==> src/rtl/core/ufd_pkg.sv <==
// Package for the urlencoded form decoder: item types, result bundles,
// character constants and the character class helpers.
// No dependencies.
`default_nettype none

package ufd_pkg;

  // Result kinds
  localparam logic [2:0] KIND_KEY      = 3'd0;
  localparam logic [2:0] KIND_VAL      = 3'd1;
  localparam logic [2:0] KIND_KEY_DONE = 3'd2;
  localparam logic [2:0] KIND_VAL_DONE = 3'd3;
  localparam logic [2:0] KIND_ERR      = 3'd4;

  // Error codes
  localparam logic [2:0] ERR_NONE       = 3'd0;
  localparam logic [2:0] ERR_SYMBOL     = 3'd1;
  localparam logic [2:0] ERR_REPEAT_EQ  = 3'd2;
  localparam logic [2:0] ERR_AMP_IN_KEY = 3'd3;
  localparam logic [2:0] ERR_END_IN_KEY = 3'd4;

  // Escape progress
  localparam logic [1:0] ESC_NONE  = 2'd0;
  localparam logic [1:0] ESC_PCT   = 2'd1;
  localparam logic [1:0] ESC_FIRST = 2'd2;

  // Characters
  localparam logic [7:0] CH_PCT   = 8'h25;
  localparam logic [7:0] CH_EQ    = 8'h3D;
  localparam logic [7:0] CH_AMP   = 8'h26;
  localparam logic [7:0] CH_PLUS  = 8'h2B;
  localparam logic [7:0] CH_SPACE = 8'h20;
  localparam logic [7:0] CH_0     = 8'h30;
  localparam logic [7:0] CH_9     = 8'h39;

  localparam int MAX_RESULTS = 4;

  typedef struct packed {
    logic [7:0] in_byte;
    logic       end_of_body;
  } in_item_t;

  typedef struct packed {
    logic [7:0] data_byte;
    logic [2:0] kind;
    logic [2:0] error_code;
    logic       last_of_run;
  } out_item_t;

  typedef struct packed {
    logic [7:0] data_byte;
    logic [2:0] kind;
    logic [2:0] error_code;
  } result_t;

  // All results caused by one body byte
  typedef struct packed {
    logic [2:0]                       cnt;
    result_t [MAX_RESULTS-1:0]        ent;
  } bundle_t;

  function automatic logic is_digit(input logic [7:0] c);
    return (c >= CH_0) && (c <= CH_9);
  endfunction

  function automatic logic is_allowed(input logic [7:0] c);
    logic ok;
    ok = is_digit(c) || (c >= 8'h41 && c <= 8'h5A) || (c >= 8'h61 && c <= 8'h7A);
    case (c)
      8'h2D, 8'h5F, 8'h2E, 8'h7E, 8'h21, 8'h23, 8'h24, 8'h26, 8'h27,
      8'h28, 8'h29, 8'h2A, 8'h2B, 8'h2C, 8'h2F, 8'h3A, 8'h3B, 8'h3D,
      8'h3F, 8'h40, 8'h5B, 8'h5D, 8'h25: ok = 1'b1;
      default: ;
    endcase
    return ok;
  endfunction

  function automatic logic is_hex(input logic [7:0] c);
    return is_digit(c) || (c >= 8'h61 && c <= 8'h66) || (c >= 8'h41 && c <= 8'h46);
  endfunction

  // Nibble of a hex digit; letters carry bit 6
  function automatic logic [3:0] hex_val(input logic [7:0] c);
    return c[6] ? (c[3:0] + 4'd9) : c[3:0];
  endfunction

  // Append one result to a bundle
  function automatic bundle_t push_result(input bundle_t b, input logic [7:0] d,
                                          input logic [2:0] k, input logic [2:0] e);
    bundle_t r;
    r = b;
    r.ent[b.cnt[1:0]] = '{data_byte: d, kind: k, error_code: e};
    r.cnt = b.cnt + 3'd1;
    return r;
  endfunction

endpackage

`default_nettype wire

==> src/rtl/core/ufd_stream_if.sv <==
// Valid/ready stream channel carrying one payload per beat.
// Payload type is set by the instantiating scope.
`default_nettype none

interface ufd_stream_if #(parameter type payload_t = logic [7:0]) ();
  logic     valid;
  logic     ready;
  payload_t data;

  modport source(output valid, output data, input ready);
  modport sink(input valid, input data, output ready);
endinterface

`default_nettype wire

==> src/rtl/core/ufd_back.sv <==
// Back end: walks each queued bundle one result a beat into a registered
// output stage. Uses ufd_pkg, ufd_stream_if.
`default_nettype none

module ufd_back (
  input  wire logic             clk,
  input  wire logic             rst,
  input  wire logic             q_empty,
  input  wire ufd_pkg::bundle_t head,
  output      logic             pop,
  ufd_stream_if.source          result
);
  import ufd_pkg::*;

  logic [1:0] sub;
  logic       out_valid;
  out_item_t  out_data;
  logic       load;
  logic       last;

  assign load = !q_empty && (!out_valid || result.ready);
  assign last = ({1'b0, sub} == (head.cnt - 3'd1));
  assign pop  = load && last;

  assign result.valid = out_valid;
  assign result.data  = out_data;

  // Step through results of the head bundle
  always_ff @(posedge clk) begin
    if (rst) begin
      sub       <= '0;
      out_valid <= 1'b0;
    end else begin
      if (load) begin
        sub       <= last ? 2'd0 : sub + 2'd1;
        out_valid <= 1'b1;
      end else if (result.ready) begin
        out_valid <= 1'b0;
      end
    end
  end

  // Hold the output beat until taken
  always_ff @(posedge clk) begin
    if (load) begin
      out_data.data_byte   <= head.ent[sub].data_byte;
      out_data.kind        <= head.ent[sub].kind;
      out_data.error_code  <= head.ent[sub].error_code;
      out_data.last_of_run <= last;
    end
  end

  a_sub_in_range: assert property (@(posedge clk) disable iff (rst)
    !q_empty |-> ({1'b0, sub} < head.cnt))
    else $error("result index past bundle size");

  a_code_only_on_error: assert property (@(posedge clk) disable iff (rst)
    out_valid && out_data.kind != KIND_ERR |-> out_data.error_code == ERR_NONE)
    else $error("error code on non-error result");

  a_marks_carry_no_data: assert property (@(posedge clk) disable iff (rst)
    out_valid && (out_data.kind == KIND_KEY_DONE || out_data.kind == KIND_VAL_DONE ||
                  out_data.kind == KIND_ERR) |-> out_data.data_byte == 8'h00)
    else $error("data byte on mark or error result");

endmodule

`default_nettype wire

==> src/flat_wrapper.sv <==
// flat-port wrapper written by rule: the top's interface ports become plain ports
module ufd_back_flat import ufd_pkg::*;
  (clk, rst, q_empty, head, pop, result_valid, result_data, result_ready);
  ufd_stream_if result_i ();
  input  wire logic clk;
  input  wire logic rst;
  input  wire logic q_empty;
  input  wire ufd_pkg::bundle_t head;
  output      logic pop;
  output wire logic [$bits(result_i.valid)-1:0] result_valid;
  output wire logic [$bits(result_i.data)-1:0] result_data;
  input wire logic [$bits(result_i.ready)-1:0] result_ready;
  assign result_valid = result_i.valid;
  assign result_data = result_i.data;
  assign result_i.ready = result_ready;
  ufd_back u_core (.clk(clk), .rst(rst), .q_empty(q_empty), .head(head), .pop(pop), .result(result_i));
endmodule
==> config.mk <==
export PLATFORM = sky130hd
export DESIGN_NAME = ufd_back_flat
export DESIGN_NICKNAME = d
export VERILOG_FILES = /design/src/rtl/core/ufd_pkg.sv /design/src/rtl/core/ufd_stream_if.sv /design/src/rtl/core/ufd_back.sv /design/src/flat_wrapper.sv
export SDC_FILE = /design/constraint.sdc
export NUM_CORES = 1
export LEC_CHECK = 0
export BUFFER_PORTS_ARGS = -buffer_cell sky130_fd_sc_hd__buf_2
export CAP_MARGIN = 20
export CORE_MARGIN = 3
export CORE_UTILIZATION = 34
export CTS_CLUSTER_SIZE = 10
export DETAILED_ROUTE_END_ITERATION = 10
export PLACE_DENSITY = 0.83
export SYNTH_ARGS = -nofsm -noshare
export SYNTH_HDL_FRONTEND = slang
export SYNTH_SLANG_ARGS = --single-unit
export TNS_END_PERCENT = 30
==> constraint.sdc <==
create_clock -name clk -period 3.4 [get_ports clk]
set_input_delay 0.34 -clock clk [delete_from_list [all_inputs] [get_ports clk]]
set_output_delay 0.34 -clock clk [all_outputs]
set_load 0.005 [all_outputs]
==> reports/results.txt <==
Die W - 48.34 microns
Post_cts resized - 0
Worst-path clk slew - 0.07 ns
Commonest non-fill, non-tap cell in the layout - buf_2
Final #Nets - 151
Comb pwr share - 0.203
Final hold vios - 0
Register area share after synthesis - 0.4928
Vias in the first global route - 557
Post-Syn Nets - 104
Yosys cell types - 21
Drt wl/cell - 12.73 microns
Grt ovf - 0
Global placer's final weighted congestion - 0.7313
Worst path arrival time - 1.61 ns
N_diodes - 0
DR vias - 507
CORE AREA - 1594 sq um
Max stage delay on crit path - 0.71 ns
Mean Syn Cell Area - 15.23 sq um
Skew final - 0.0007848 ns
CTS H-tree lvls - 1
CP Data Required Time - 3.06 ns
Ys Warns - 0
Layout cells sized above 1 - 0.6512
Cell count after synthesis - 40
Int Power - 245.5 uW
Count of hold-fix buffers inserted at cts - 0
Actual slew at the worst max-slew pin - 0.6000 ns
GRT Total Usage - 0.1303
Die area - 2336 sq um
Switching pwr - 75.92 uW
CP max FO - 12
Area Overhead vs Synth - 42.71%
CP Class - reg2out
CTS Buf Count - 3
Post-Syn Area - 609.3 sq um
Clk root buf - clkbuf_4
Setup bufs post-CTS - 0
Clock Sink Count - 11
Hold crit path type - in2reg
DP Wirelength - 1178 microns
Max VDD drop - 0.0001914 V
Status - finished clean
Clock tree from TritonCTS - yes
CP Launch Type - flop
Leakage - 0.3991 nW
Worst hold-check slack - 0.2557 ns
Crit. End Element - output port
Max-slew headroom - 0.5995
Cell family with most CP delay - flip-flops
Share of power burned in registers - 0.521
Routed Wire Length - 1400 microns
Initial Utilization - 0.3823
DRC viols - 0
# IOs - 73
Initial antenna violation count - 0
Minimum clock period - 1.952 ns
Iter 0 DRT Violations - 1
DR pass1 iterations - 2
FP Rows - 14
Vias per cell - 4.609
Fin crit share - 0.5741
RSZ-0062 raised after global routing - false
Clk_lat worst skew - 0.26 ns
Most frequent cells in the layout - buf_2 (44), edfxtp_1 (8), mux4_2 (6)
Port buffer count - 44
Max-cap violations - 0
Final setup fails - 0
Worst-path cell chain - xor2_1 > nand3_1 > nor2_2 > buf_2
Final Max Tran Viols - 0
Die Ht - 48.34 microns
Clock buffer depth - 2
Switching Share - 0.2362
PwrDens - 369.6 nW/um^2
First-pass GRT wire length - 2373 microns
Crit path buffers/inverters - 1
CP max-delay cell - dfxtp_1
Setup TNS after final layout - 0 ns
Clock power frac - 0.276
#FFs+latches synth - 11
Post-route ant nets - 0
Pin count of the biggest net entering global routing - 13
Fmax - 512.3 MHz
-- worst paths after layout --
path / endpoint / cells past startpoint / startpoint / slack (ns)
hold / removal: u_core.result.valid$_SDFFE_PP0P_ / 2 / q_empty / 0.26
hold reg to reg: u_core.result.valid$_SDFFE_PP0P_ / 2 / u_core.result.valid$_SDFFE_PP0P_ / 0.53
setup reg to reg: u_core.result.data[7]$_DFFE_PP_ / 1 / u_core.sub[0]$_SDFFE_PP0P_ / 1.82
setup / recovery: pop / 4 / u_core.sub[0]$_SDFFE_PP0P_ / 1.45
-- power by group through the flow --
stage / registers, mW / clock network, mW / logic [mW]
6_report: 0.168 / 0.0886 / 0.0652
3_5_place_dp: 0.171 / 0 / 0.0665
3_3_place_gp: 0.171 / 0 / 0.0639
4_1_cts: 0.168 / 0.0928 / 0.0666
2_1_floorplan: 0.166 / 0 / 0.0402
5_1_grt: 0.170 / 0.0995 / 0.0727
-- cells in the mapped netlist, drive strengths merged --
library cell | number | area [sq um]
nand2 | 2 | 7.510
mux4 | 7 | 161.4
nor2 | 2 | 10.01
inv | 3 | 11.26
a21oi | 2 | 10.01
ha | 1 | 12.51
nor4 | 1 | 12.51
clkinv | 1 | 3.750
mux2i | 1 | 10.01
edfxtp | 8 | 240.2
xor2 | 2 | 17.52
nand2b | 2 | 15.02
nand3 | 1 | 5.000
xnor2 | 1 | 8.760
buf | 2 | 16.26
nand3b | 1 | 7.510
dfxtp | 3 | 60.06
-- cell families after synthesis --
family | Yosys count | share of synthesized area
flip-flops | 11 | 0.4928
adder cells (fa/ha/maj) | 1 | 0.02053
multiplexers | 8 | 0.2813
AND/OR/NAND/NOR | 9 | 0.09446
AO/OA/AOI/OAI | 2 | 0.01643
buffers and inverters | 6 | 0.05132
XOR/XNOR | 3 | 0.04313
-- routing by layer --
| metal | vias up | track usage | wire (microns) |
|---|---|---|---|
| met5 | - | 0 | 0 |
| met4 | 0 | 0.05687 | 24 |
| met3 | 4 | 0.05215 | 144 |
| met2 | 30 | 0.2408 | 708 |
| met1 | 229 | 0.1270 | 522 |
| li1 | 244 | - | - |
-- registers in the layout, indices dropped and copies added (netlist names) --
| signal | cells |
|---|---|
| u_core.result.data | 8 |
| u_core.sub | 2 |
| u_core.result.valid | 1 |
-- final cells by class --
class,count,area (sq um)
fill,154,724.4
sequential,11,300.3
multi-input combinational,23,277.8
timing repair buffer,44,220.2
tap,24,30.03
clock buffer,4,26.28
inverter,4,15.01
-- metrics by stage --
step | cell area (sq um) | setup WS [ns] | power, mW | instances | util
final | 869.6 | 1.448 | 0.3214 | 110 | 0.5455
after CTS | 869.6 | 1.397 | 0.3275 | 110 | 0.5455
after global placement | 843.3 | 1.751 | 0.2345 | 106 | 0.5290
after floorplan | 609.3 | 2.022 | 0.2063 | 40 | -
after detailed placement | 843.3 | 1.695 | 0.2377 | 106 | 0.5290
after global routing | 869.6 | 1.252 | 0.3424 | 110 | 0.5455
Note: power is estimated with default switching activity, not from simulation.
