## src/rtl/core/ufd_pkg.sv

```systemverilog
// Package for the urlencoded form decoder: item types, result bundles,
// character constants and the character class helpers.
// No dependencies.
`default_nettype none

package ufd_pkg;

  // Result kinds
  localparam logic [2:0] KIND_KEY      = 3'd0;
  localparam logic [2:0] KIND_VAL      = 3'd1;
  localparam logic [2:0] KIND_KEY_DONE = 3'd2;
  localparam logic [2:0] KIND_VAL_DONE = 3'd3;
  localparam logic [2:0] KIND_ERR      = 3'd4;

  // Error codes
  localparam logic [2:0] ERR_NONE       = 3'd0;
  localparam logic [2:0] ERR_SYMBOL     = 3'd1;
  localparam logic [2:0] ERR_REPEAT_EQ  = 3'd2;
  localparam logic [2:0] ERR_AMP_IN_KEY = 3'd3;
  localparam logic [2:0] ERR_END_IN_KEY = 3'd4;

  // Escape progress
  localparam logic [1:0] ESC_NONE  = 2'd0;
  localparam logic [1:0] ESC_PCT   = 2'd1;
  localparam logic [1:0] ESC_FIRST = 2'd2;

  // Characters
  localparam logic [7:0] CH_PCT   = 8'h25;
  localparam logic [7:0] CH_EQ    = 8'h3D;
  localparam logic [7:0] CH_AMP   = 8'h26;
  localparam logic [7:0] CH_PLUS  = 8'h2B;
  localparam logic [7:0] CH_SPACE = 8'h20;
  localparam logic [7:0] CH_0     = 8'h30;
  localparam logic [7:0] CH_9     = 8'h39;

  localparam int MAX_RESULTS = 4;

  typedef struct packed {
    logic [7:0] in_byte;
    logic       end_of_body;
  } in_item_t;

  typedef struct packed {
    logic [7:0] data_byte;
    logic [2:0] kind;
    logic [2:0] error_code;
    logic       last_of_run;
  } out_item_t;

  typedef struct packed {
    logic [7:0] data_byte;
    logic [2:0] kind;
    logic [2:0] error_code;
  } result_t;

  // All results caused by one body byte
  typedef struct packed {
    logic [2:0]                       cnt;
    result_t [MAX_RESULTS-1:0]        ent;
  } bundle_t;

  function automatic logic is_digit(input logic [7:0] c);
    return (c >= CH_0) && (c <= CH_9);
  endfunction

  function automatic logic is_allowed(input logic [7:0] c);
    logic ok;
    ok = is_digit(c) || (c >= 8'h41 && c <= 8'h5A) || (c >= 8'h61 && c <= 8'h7A);
    case (c)
      8'h2D, 8'h5F, 8'h2E, 8'h7E, 8'h21, 8'h23, 8'h24, 8'h26, 8'h27,
      8'h28, 8'h29, 8'h2A, 8'h2B, 8'h2C, 8'h2F, 8'h3A, 8'h3B, 8'h3D,
      8'h3F, 8'h40, 8'h5B, 8'h5D, 8'h25: ok = 1'b1;
      default: ;
    endcase
    return ok;
  endfunction

  function automatic logic is_hex(input logic [7:0] c);
    return is_digit(c) || (c >= 8'h61 && c <= 8'h66) || (c >= 8'h41 && c <= 8'h46);
  endfunction

  // Nibble of a hex digit; letters carry bit 6
  function automatic logic [3:0] hex_val(input logic [7:0] c);
    return c[6] ? (c[3:0] + 4'd9) : c[3:0];
  endfunction

  // Append one result to a bundle
  function automatic bundle_t push_result(input bundle_t b, input logic [7:0] d,
                                          input logic [2:0] k, input logic [2:0] e);
    bundle_t r;
    r = b;
    r.ent[b.cnt[1:0]] = '{data_byte: d, kind: k, error_code: e};
    r.cnt = b.cnt + 3'd1;
    return r;
  endfunction

endpackage

`default_nettype wire

```

## src/rtl/core/ufd_queue.sv

```systemverilog
// Short queue of result bundles between front and back.
// Uses ufd_pkg.
`default_nettype none

module ufd_queue #(
  parameter int DEPTH = 4
) (
  input  wire logic             clk,
  input  wire logic             rst,
  input  wire logic             push,
  input  wire ufd_pkg::bundle_t push_data,
  output      logic             full,
  input  wire logic             pop,
  output      logic             empty,
  output      ufd_pkg::bundle_t head
);
  import ufd_pkg::*;

  localparam int PW = (DEPTH > 1) ? $clog2(DEPTH) : 1;
  localparam int CW = $clog2(DEPTH + 1);

  bundle_t        mem [DEPTH];
  logic [PW-1:0]  wr_ptr, rd_ptr;
  logic [CW-1:0]  count;

  assign full  = (count == CW'(DEPTH));
  assign empty = (count == '0);
  assign head  = mem[rd_ptr];

  // Store incoming bundles
  always_ff @(posedge clk) begin
    if (push) begin
      mem[wr_ptr] <= push_data;
    end
  end

  // Advance pointers and occupancy
  always_ff @(posedge clk) begin
    if (rst) begin
      wr_ptr <= '0;
      rd_ptr <= '0;
      count  <= '0;
    end else begin
      if (push) begin
        wr_ptr <= (wr_ptr == PW'(DEPTH - 1)) ? '0 : wr_ptr + 1'b1;
      end
      if (pop) begin
        rd_ptr <= (rd_ptr == PW'(DEPTH - 1)) ? '0 : rd_ptr + 1'b1;
      end
      if (push && !pop) begin
        count <= count + 1'b1;
      end else if (pop && !push) begin
        count <= count - 1'b1;
      end
    end
  end

  a_no_overflow: assert property (@(posedge clk) disable iff (rst)
    !(push && full))
    else $error("push into full queue");

  a_no_underflow: assert property (@(posedge clk) disable iff (rst)
    !(pop && empty))
    else $error("pop from empty queue");

  a_count_step: assert property (@(posedge clk) disable iff (rst)
    push && !pop |=> count == $past(count) + 1'b1)
    else $error("queue count did not advance");

endmodule

`default_nettype wire

```

## config.mk

```make
export PLATFORM = sky130hd
export DESIGN_NAME = ufd_queue
export DESIGN_NICKNAME = d
export VERILOG_FILES = /design/src/rtl/core/ufd_pkg.sv /design/src/rtl/core/ufd_queue.sv
export SDC_FILE = /design/constraint.sdc
export NUM_CORES = 1
export LEC_CHECK = 0
export BUFFER_PORTS_ARGS = -buffer_cell sky130_fd_sc_hd__buf_2
export CAP_MARGIN = 20
export CORE_UTILIZATION = 35
export CTS_BUF_LIST = sky130_fd_sc_hd__clkbuf_16
export CTS_CLUSTER_DIAMETER = 50
export DETAILED_ROUTE_END_ITERATION = 12
export RECOVER_POWER = 25
export SETUP_SLACK_MARGIN = 0.5
export SLEW_MARGIN = 0
export SYNTH_ARGS = -nofsm -noshare
export SYNTH_HDL_FRONTEND = slang
export SYNTH_SLANG_ARGS = --single-unit
```

## constraint.sdc

```tcl
create_clock -name clk -period 2.3 [get_ports clk]
set_input_delay 0.345 -clock clk [delete_from_list [all_inputs] [get_ports clk]]
set_output_delay 0.345 -clock clk [all_outputs]
set_load 0.005 [all_outputs]
```

==> key figures, run 1 <==
Routing
  – Met3 wire length: 985 microns
  – WL/cell: 19.6 microns
  – DRC violation count after routing: 0
  – Final WL: 16900 microns
  – Met2 Wirelength: 8400 microns
  – Initial DRC Count: 207
  – Met1 WL: 7280 microns
  – Post-route ant nets: 0
  – Max Used Layer: met5
  – DR vias: 4095
  – DR pass1 iterations: 4
  – Vias per inst: 4.74

CTS
  – Root buffer cell: clkbuf_16
  – Clock transition at path regs: 60 ps
  – CTS Buf Count: 27
  – TritonCTS clock tree: built
  – Clk_lat worst skew: 520 ps
  – Clock sink count: 245
  – Clk buf depth: 3
  – H-tree levels: 1

Worst setup path
  – Reg2reg setup slack: 800 ps
  – CP Class: reg2out
  – WP data arrival: 1870 ps
  – Worst setup SP type: flip-flop
  – Critical path fanouts, max: 6
  – Required @ worst endpoint: 1960 ps
  – Endpoint class of the critical path: primary output

Global route
  – Aggregate global-route resource usage: 0.131
  – First-pass GRT wire length: 25500 microns
  – Largest net degree at the start of global routing: 37
  – Vias in the first global route: 4558
  – Antenna violations before repair: 2
  – Gr ovfl total: 0

Outcome
  – Status: completed

STA
  – Final setup fails: 0
  – Tcrit/Tclk final: 0.965
  – Slew Limit Fails: 0
  – Worst-margin pin slew: 433 ps
  – FMAX: 451 MHz
  – Final setup TNS: 0 ps
  – RSZ-0062 raised after global routing: yes
  – Worst relative slew slack: 0.711
  – Final Hold Viols: 0
  – Setup Skew: 7.34 ps
  – Clock period minus worst slack: 2220 ps

Placed design
  – Gpl congestion: 0.646
  – # placed instances: 806
  – DP HPWL: 10200 microns
  – Area after DPL: 10100 sq um
  – Buffers on Ports: 123

Logic synthesis
  – Main area contributors after synthesis: edfxtp_1 79%, mux4_2 15%, dfxtp_1 2.0%, ha_1 0.84%, buf_12 0.45%
  – Register area share after synthesis: 0.810
  – Largest area contributor in the netlist: edfxtp_1
  – Post-synthesis cell area: 8970 sq um
  – Unique cell type count in the Yosys netlist: 20
  – Synth Register Bits: 245
  – Post-synth top area share: 0.790
  – Post-Synthesis Cells: 353
  – Mean post-synth cell area: 25.4 sq um
  – Synth Net Count: 423
  – Ys Warns: 0

Cells and area
  – Most common cell after layout, fill and taps aside: edfxtp_1
  – Post-Layout Cell Count: 864
  – Final net count: 585
  – Sequential cell area: 7270 sq um
  – Most frequent cells in the layout: 236 x edfxtp_1, 78 x buf_2, 59 x mux4_2, 39 x clkbuf_1, 28 x clkbuf_16
  – Final instance area: 11200 sq um
  – Final design utilization: 0.444
  – Share of cells above drive strength 1: 0.392
  – Filler instances: 2181
  – Multi-input gate area: 1580 sq um
  – Area Growth Syn to Fin: 24.7%

Floorplan
  – Die width: 162 microns
  – Die footprint: 26300 sq um
  – Die height: 162 microns
  – Initial Util: 0.356
  – Ports: 124
  – Num rows: 58
  – Core ar.: 25200 sq um

Power
  – Clock power share: 0.409
  – Comb pwr share: 0.086
  – Internal power: 8.14 mW
  – Leakage power: 3.73 nW
  – Final Total Pwr: 10.2 mW
  – Net Sw Frac: 0.204
  – Peak supply drop: 506 uV
  – Psw: 2.09 mW
  – Power per standard cell area: 915 nW/um^2
  – Sequential Power Share: 0.505

Worst hold path
  – Hold Crit Class: in2reg

Job
  – Max-Cap Viols: 0
==> through the flow <==
step	hold WS [ps]	setup slack, ps
floorplan	414	571
global placement	477	424
detailed placement	526	397
CTS	13.3	28.6
global route	33.9	24.3
finish	48.4	80.7
==> synth_stat cells <==
cell type  number
buf_2           3
buf_4           4
nor3b_1         2
xor2_1          2
o21ai_0         1
or3_1           1
a21oi_1         2
inv_1           4
clkbuf_1        4
ha_1            6
mux4_2         59
and2_1          4
buf_12          2
nor3_1          1
fa_1            1
edfxtp_1      236
buf_6           1
nor2_1          7
dfxtp_1         9
mux2i_1         4
==> kinds of logic after synthesis <==
| logic type | share of synthesized area |
|---|---|
| mux | 0.153 |
| fa+ha+maj | 0.0106 |
| flops | 0.810 |
| compound gates | 0.00167 |
| simple gates | 0.00865 |
| buf+inv | 0.0141 |
| xor+xnor | 0.00195 |
==> state kept, by name, summed over array words and instances, names as in the netlist, named ones only <==
name,count
wr_ptr,2
rd_ptr,2
mem,236
count,3
==> critical path, cell delays in order (launching register included) <==
cell     delay [ps]
dfxtp_4         370
buf_12          150
buf_12          140
mux4_2          530
buf_2           150
==> cell type report <==
class                           count  share of cell area
Sequential cell                   245               0.651
Tap cell                          330              0.0369
Multi-Input combinational cell     90               0.142
Timing Repair Buffer              147              0.0908
Clock buffer                       27              0.0604
Clock inverter                     20              0.0178
Inverter                            4             0.00134
Antenna cell                        1            0.000224
==> per-layer routing <==
layer,GRT usage,vias to the layer above
met5,0,-
met4,0.0339,2
met3,0.0317,27
met2,0.221,99
met1,0.169,2135
li1,-,1832
==> path summary, 6_finish.rpt <==
path | start | to | cells after the start
max | flip-flop | head[17] | 4
min | push_data[55] | mem[0][55] | 1
max reg2reg | wr_ptr[0] | mem[2][15] | 4
min reg2reg | count[2] | count[2] | 2
==> what timing repair did <==
action                                  4_1_cts  5_1_grt
resized for setup                             9       10
gates cloned                                  2        1
hold buffers                                  0        0
endpoints found under the setup margin       59       59
buffers inserted                              7        0
==> power groups by stage <==
stage	clock network (mW)	registers (mW)	logic, mW
floorplan	0	5.24	0.444
global placement	0	5.27	0.788
detailed placement	0	5.28	0.811
CTS	4.30	5.17	0.889
global route	4.49	5.18	0.957
finish	4.18	5.17	0.880
Power figures use the tool's default switching activity.
==> run 2, diff against run 1 <==
--- a/config.mk
+++ b/config.mk
@@ -5,13 +5,16 @@
 export SDC_FILE = /design/constraint.sdc
 export NUM_CORES = 1
 export LEC_CHECK = 0
+export ABC_AREA = 1
 export BUFFER_PORTS_ARGS = -buffer_cell sky130_fd_sc_hd__buf_2
 export CAP_MARGIN = 20
+export CORE_ASPECT_RATIO = 1.1
 export CORE_UTILIZATION = 35
 export CTS_BUF_LIST = sky130_fd_sc_hd__clkbuf_16
 export CTS_CLUSTER_DIAMETER = 50
 export DETAILED_ROUTE_END_ITERATION = 12
 export RECOVER_POWER = 25
+export REMOVE_ABC_BUFFERS = 1
 export SETUP_SLACK_MARGIN = 0.5
 export SLEW_MARGIN = 0
 export SYNTH_ARGS = -nofsm -noshare
==> key figures, run 2 <==
STA
  – Final setup TNS: 0 ps (unchanged)
  – Final Hold Viols: 0 (unchanged)
  – Setup Skew: 10.9 ps (was 7.34 ps)
  – Tcrit/Tclk final: 0.894 (was 0.965)
  – Slew Limit Fails: 0 (unchanged)
  – Hold_ws: 41.8 ps (was 48.4 ps)
  – Clock period minus worst slack: 2060 ps (was 2220 ps)
  – FMAX: 487 MHz (was 451 MHz)
  – Final setup fails: 0 (unchanged)
  – Worst relative slew slack: 0.688 (was 0.711)
  – Worst-margin pin slew: 467 ps (was 433 ps)
  – RSZ-0062 raised after global routing: yes (unchanged)

Power
  – Power per standard cell area: 850 nW/um^2 (was 915 nW/um^2)
  – Comb pwr share: 0.124 (was 0.086)
  – Leakage power: 4.25 nW (was 3.73 nW)
  – Psw: 2.45 mW (was 2.09 mW)
  – Peak supply drop: 610 uV (was 506 uV)
  – Clock power share: 0.372 (was 0.409)
  – Sequential Power Share: 0.504 (was 0.505)
  – Net Sw Frac: 0.239 (was 0.204)
  – Internal power: 7.79 mW (was 8.14 mW)

Logic synthesis
  – Post-synthesis cell area: 9180 sq um (was 8970 sq um)
  – Post-Synthesis Cells: 629 (was 353)
  – Unique cell type count in the Yosys netlist: 22 (was 20)
  – Largest area contributor in the netlist: edfxtp_1 (unchanged)
  – Ys flop type: edfxtp_1 (unchanged)
  – Asr flop ratio synth: 0 (unchanged)
  – Mean post-synth cell area: 14.6 sq um (was 25.4 sq um)
  – Main area contributors after synthesis: edfxtp_1 77%, o21ai_0 6.3%, nor2_1 5.2%, o22ai_1 4.0%, dfxtp_1 2.0% (was edfxtp_1 79%, mux4_2 15%, dfxtp_1 2.0%, ha_1 0.84%, buf_12 0.45%)
  – Register area share after synthesis: 0.792 (was 0.810)
  – List of most frequent post-synthesis cells: 236 x edfxtp_1, 126 x nor2_1, 116 x o21ai_0 (was 236 x edfxtp_1, 59 x mux4_2, 9 x dfxtp_1)
  – Synth Register Bits: 245 (unchanged)
  – Number of synthesized flops with an enable pin: 236 (unchanged)
  – Cell with the most instances after synthesis: edfxtp_1 (unchanged)
  – Ys Warns: 0 (unchanged)
  – Post-synth top area share: 0.772 (was 0.790)

Cells and area
  – Most frequent cells in the layout: 236 x edfxtp_1, 115 x nor2_1, 87 x buf_2, 58 x o21ai_0, 57 x o22ai_1 (was 236 x edfxtp_1, 78 x buf_2, 59 x mux4_2, 39 x clkbuf_1, 28 x clkbuf_16)
  – Area Growth Syn to Fin: 31.2% (was 24.7%)
  – Final instance area: 12000 sq um (was 11200 sq um)
  – Largest registers: mem x236, count x3 (unchanged)
  – Most flops, register: mem (unchanged)
  – Largest register FFs: 236 (unchanged)
  – Final net count: 865 (was 585)
  – Sequential cell area: 7270 sq um (unchanged)
  – Share of cells above drive strength 1: 0.290 (was 0.392)
  – Final design utilization: 0.472 (was 0.444)
  – Multi-input gate area: 1830 sq um (was 1580 sq um)
  – Most common cell after layout, fill and taps aside: edfxtp_1 (unchanged)
  – Filler instances: 2271 (was 2181)

Worst setup path
  – CP bufs+invs: 4 (was 3)
  – Reg2reg end: mem[0][38] (was mem[2][15])
  – Critical path fanouts, max: 8 (was 6)
  – CP Class: reg2out (unchanged)
  – Reg2reg setup slack: 710 ps (was 800 ps)
  – CP delay by family, top: buffers and inverters (was multiplexers)
  – R2R Path Start: wr_ptr[0] (unchanged)
  – Endpoint class of the critical path: primary output (unchanged)
  – CP cell instances: buf_12 -> clkinv_16 -> buf_8 -> nor2_1 -> o22ai_2 -> buf_2 (was buf_12 -> buf_12 -> mux4_2 -> buf_2)
  – Required @ worst endpoint: 1960 ps (about the same)
  – R2R depth: 5 (was 4)
  – Worst setup SP type: flip-flop (unchanged)
  – CP peak stage delay: 390 ps (was 530 ps)
  – WP data arrival: 1710 ps (was 1870 ps)
  – Slowest CP cell: dfxtp_4 (was mux4_2)

CTS
  – Root buffer cell: clkbuf_16 (unchanged)
  – Clock transition at path regs: 60 ps (about the same)
  – Clock sink count: 245 (unchanged)
  – Clk_lat worst skew: 520 ps (about the same)
  – CTS Buf Count: 27 (unchanged)
  – H-tree levels: 1 (unchanged)
  – TritonCTS clock tree: built (unchanged)
  – Clk buf depth: 3 (unchanged)

Worst hold path
  – Hold Crit Start: rst (was push_data[55])
  – Hold-critical path depth: 2 (was 1)
  – Hold Crit Class: in2reg (unchanged)

Floorplan
  – Die width: 156 microns (was 162 microns)
  – Die height: 172 microns (was 162 microns)
  – Die footprint: 26900 sq um (was 26300 sq um)
  – Core ar.: 25500 sq um (was 25200 sq um)
  – Initial Util: 0.360 (was 0.356)
  – Num rows: 61 (was 58)
  – Ports: 124 (unchanged)

Placed design
  – Area after DPL: 10300 sq um (was 10100 sq um)
  – Buffers on Ports: 123 (unchanged)
  – Gpl congestion: 0.701 (was 0.646)
  – DP HPWL: 10800 microns (was 10200 microns)

Outcome
  – Status: completed (unchanged)

Global route
  – Aggregate global-route resource usage: 0.164 (was 0.131)
  – First-pass GRT wire length: 32500 microns (was 25500 microns)
  – Largest net degree at the start of global routing: 45 (was 37)
  – Antenna violations before repair: 3 (was 2)
  – Vias in the first global route: 5652 (was 4558)
  – Gr ovfl total: 0 (unchanged)

Routing
  – Vias per inst: 4.99 (was 4.74)
  – DR pass1 iterations: 4 (unchanged)
  – Final WL: 23600 microns (was 16900 microns)
  – Initial DRC Count: 269 (was 207)
  – DR vias: 5806 (was 4095)
  – DRC violation count after routing: 0 (unchanged)
  – Post-route ant nets: 0 (unchanged)
  – WL/cell: 20.3 microns (was 19.6 microns)

Job
  – Max-Cap Viols: 0 (unchanged)
[run 2: how the worst max path moves through the flow]
stage,start,endpoint,slack [ps],cells after the start
after floorplan,flip-flop,head[0],-1270,3
after global placement,flip-flop,head[26],530,5
after detailed placement,flip-flop,head[42],510,4
after CTS,flip-flop,head[42],210,6
after global routing,flip-flop,head[1],160,5
final,flip-flop,head[4],240,6
[run 2: area by class of cell]
| type | instances | area share |
|---|---|---|
| diodes | 3 | 0.000624 |
| clock buffers | 27 | 0.0561 |
| clock inverters | 22 | 0.00977 |
| inverters | 16 | 0.00821 |
| multi-input cells | 331 | 0.152 |
| flip-flops and latches | 245 | 0.604 |
| well taps | 346 | 0.0360 |
| repair buffers | 172 | 0.131 |
| repair inverters | 2 | 0.00260 |
[run 2: cell families (layout without fill, tap and decap cells)]
family                   count (synthesis)  count (layout)  share of synthesized area
flip-flops                             245             245                      0.792
AO/OA/AOI/OAI                          183             183                      0.108
AND/OR/NAND/NOR                        140             140                     0.0582
buffers and inverters                   53             239                     0.0308
adder cells (fa/ha/maj)                  7               7                     0.0104
XOR/XNOR                                 1               1                   0.000955
other                                    0               3                          0
[run 2: routing by layer]
layer  GRT usage  part of all wire
met5           0           0.00047
met4      0.0439             0.016
met3      0.0370             0.063
met2       0.285              0.50
met1       0.205              0.42
[run 2: power by group through the flow]
stage	registers, mW	logic, mW	clock network, mW
final	5.16	1.27	3.81
after global routing	5.17	1.39	4.06
after CTS	5.15	1.15	3.90
after detailed placement	5.25	0.918	0
after global placement	5.25	0.904	0
after floorplan	5.28	0.393	0
[run 2: stage by stage]
stage | cells | power [mW] | setup WS (ps)
after floorplan | 592 | 5.67 | -1270
after global placement | 1077 | 6.15 | 526
after detailed placement | 1077 | 6.17 | 512
after CTS | 1151 | 10.2 | 209
after global routing | 1162 | 10.6 | 163
final | 1164 | 10.2 | 245
[run 2: repair_timing]
item | CTS | global route
setup endpoints to repair | 59 | 59
hold buffers | 0 | 0
hold endpoints to repair | 0 | 0
buffers inserted | 14 | 0
resized for setup | 34 | 117
cloned | 11 | 10
pin swaps | 1 | 9
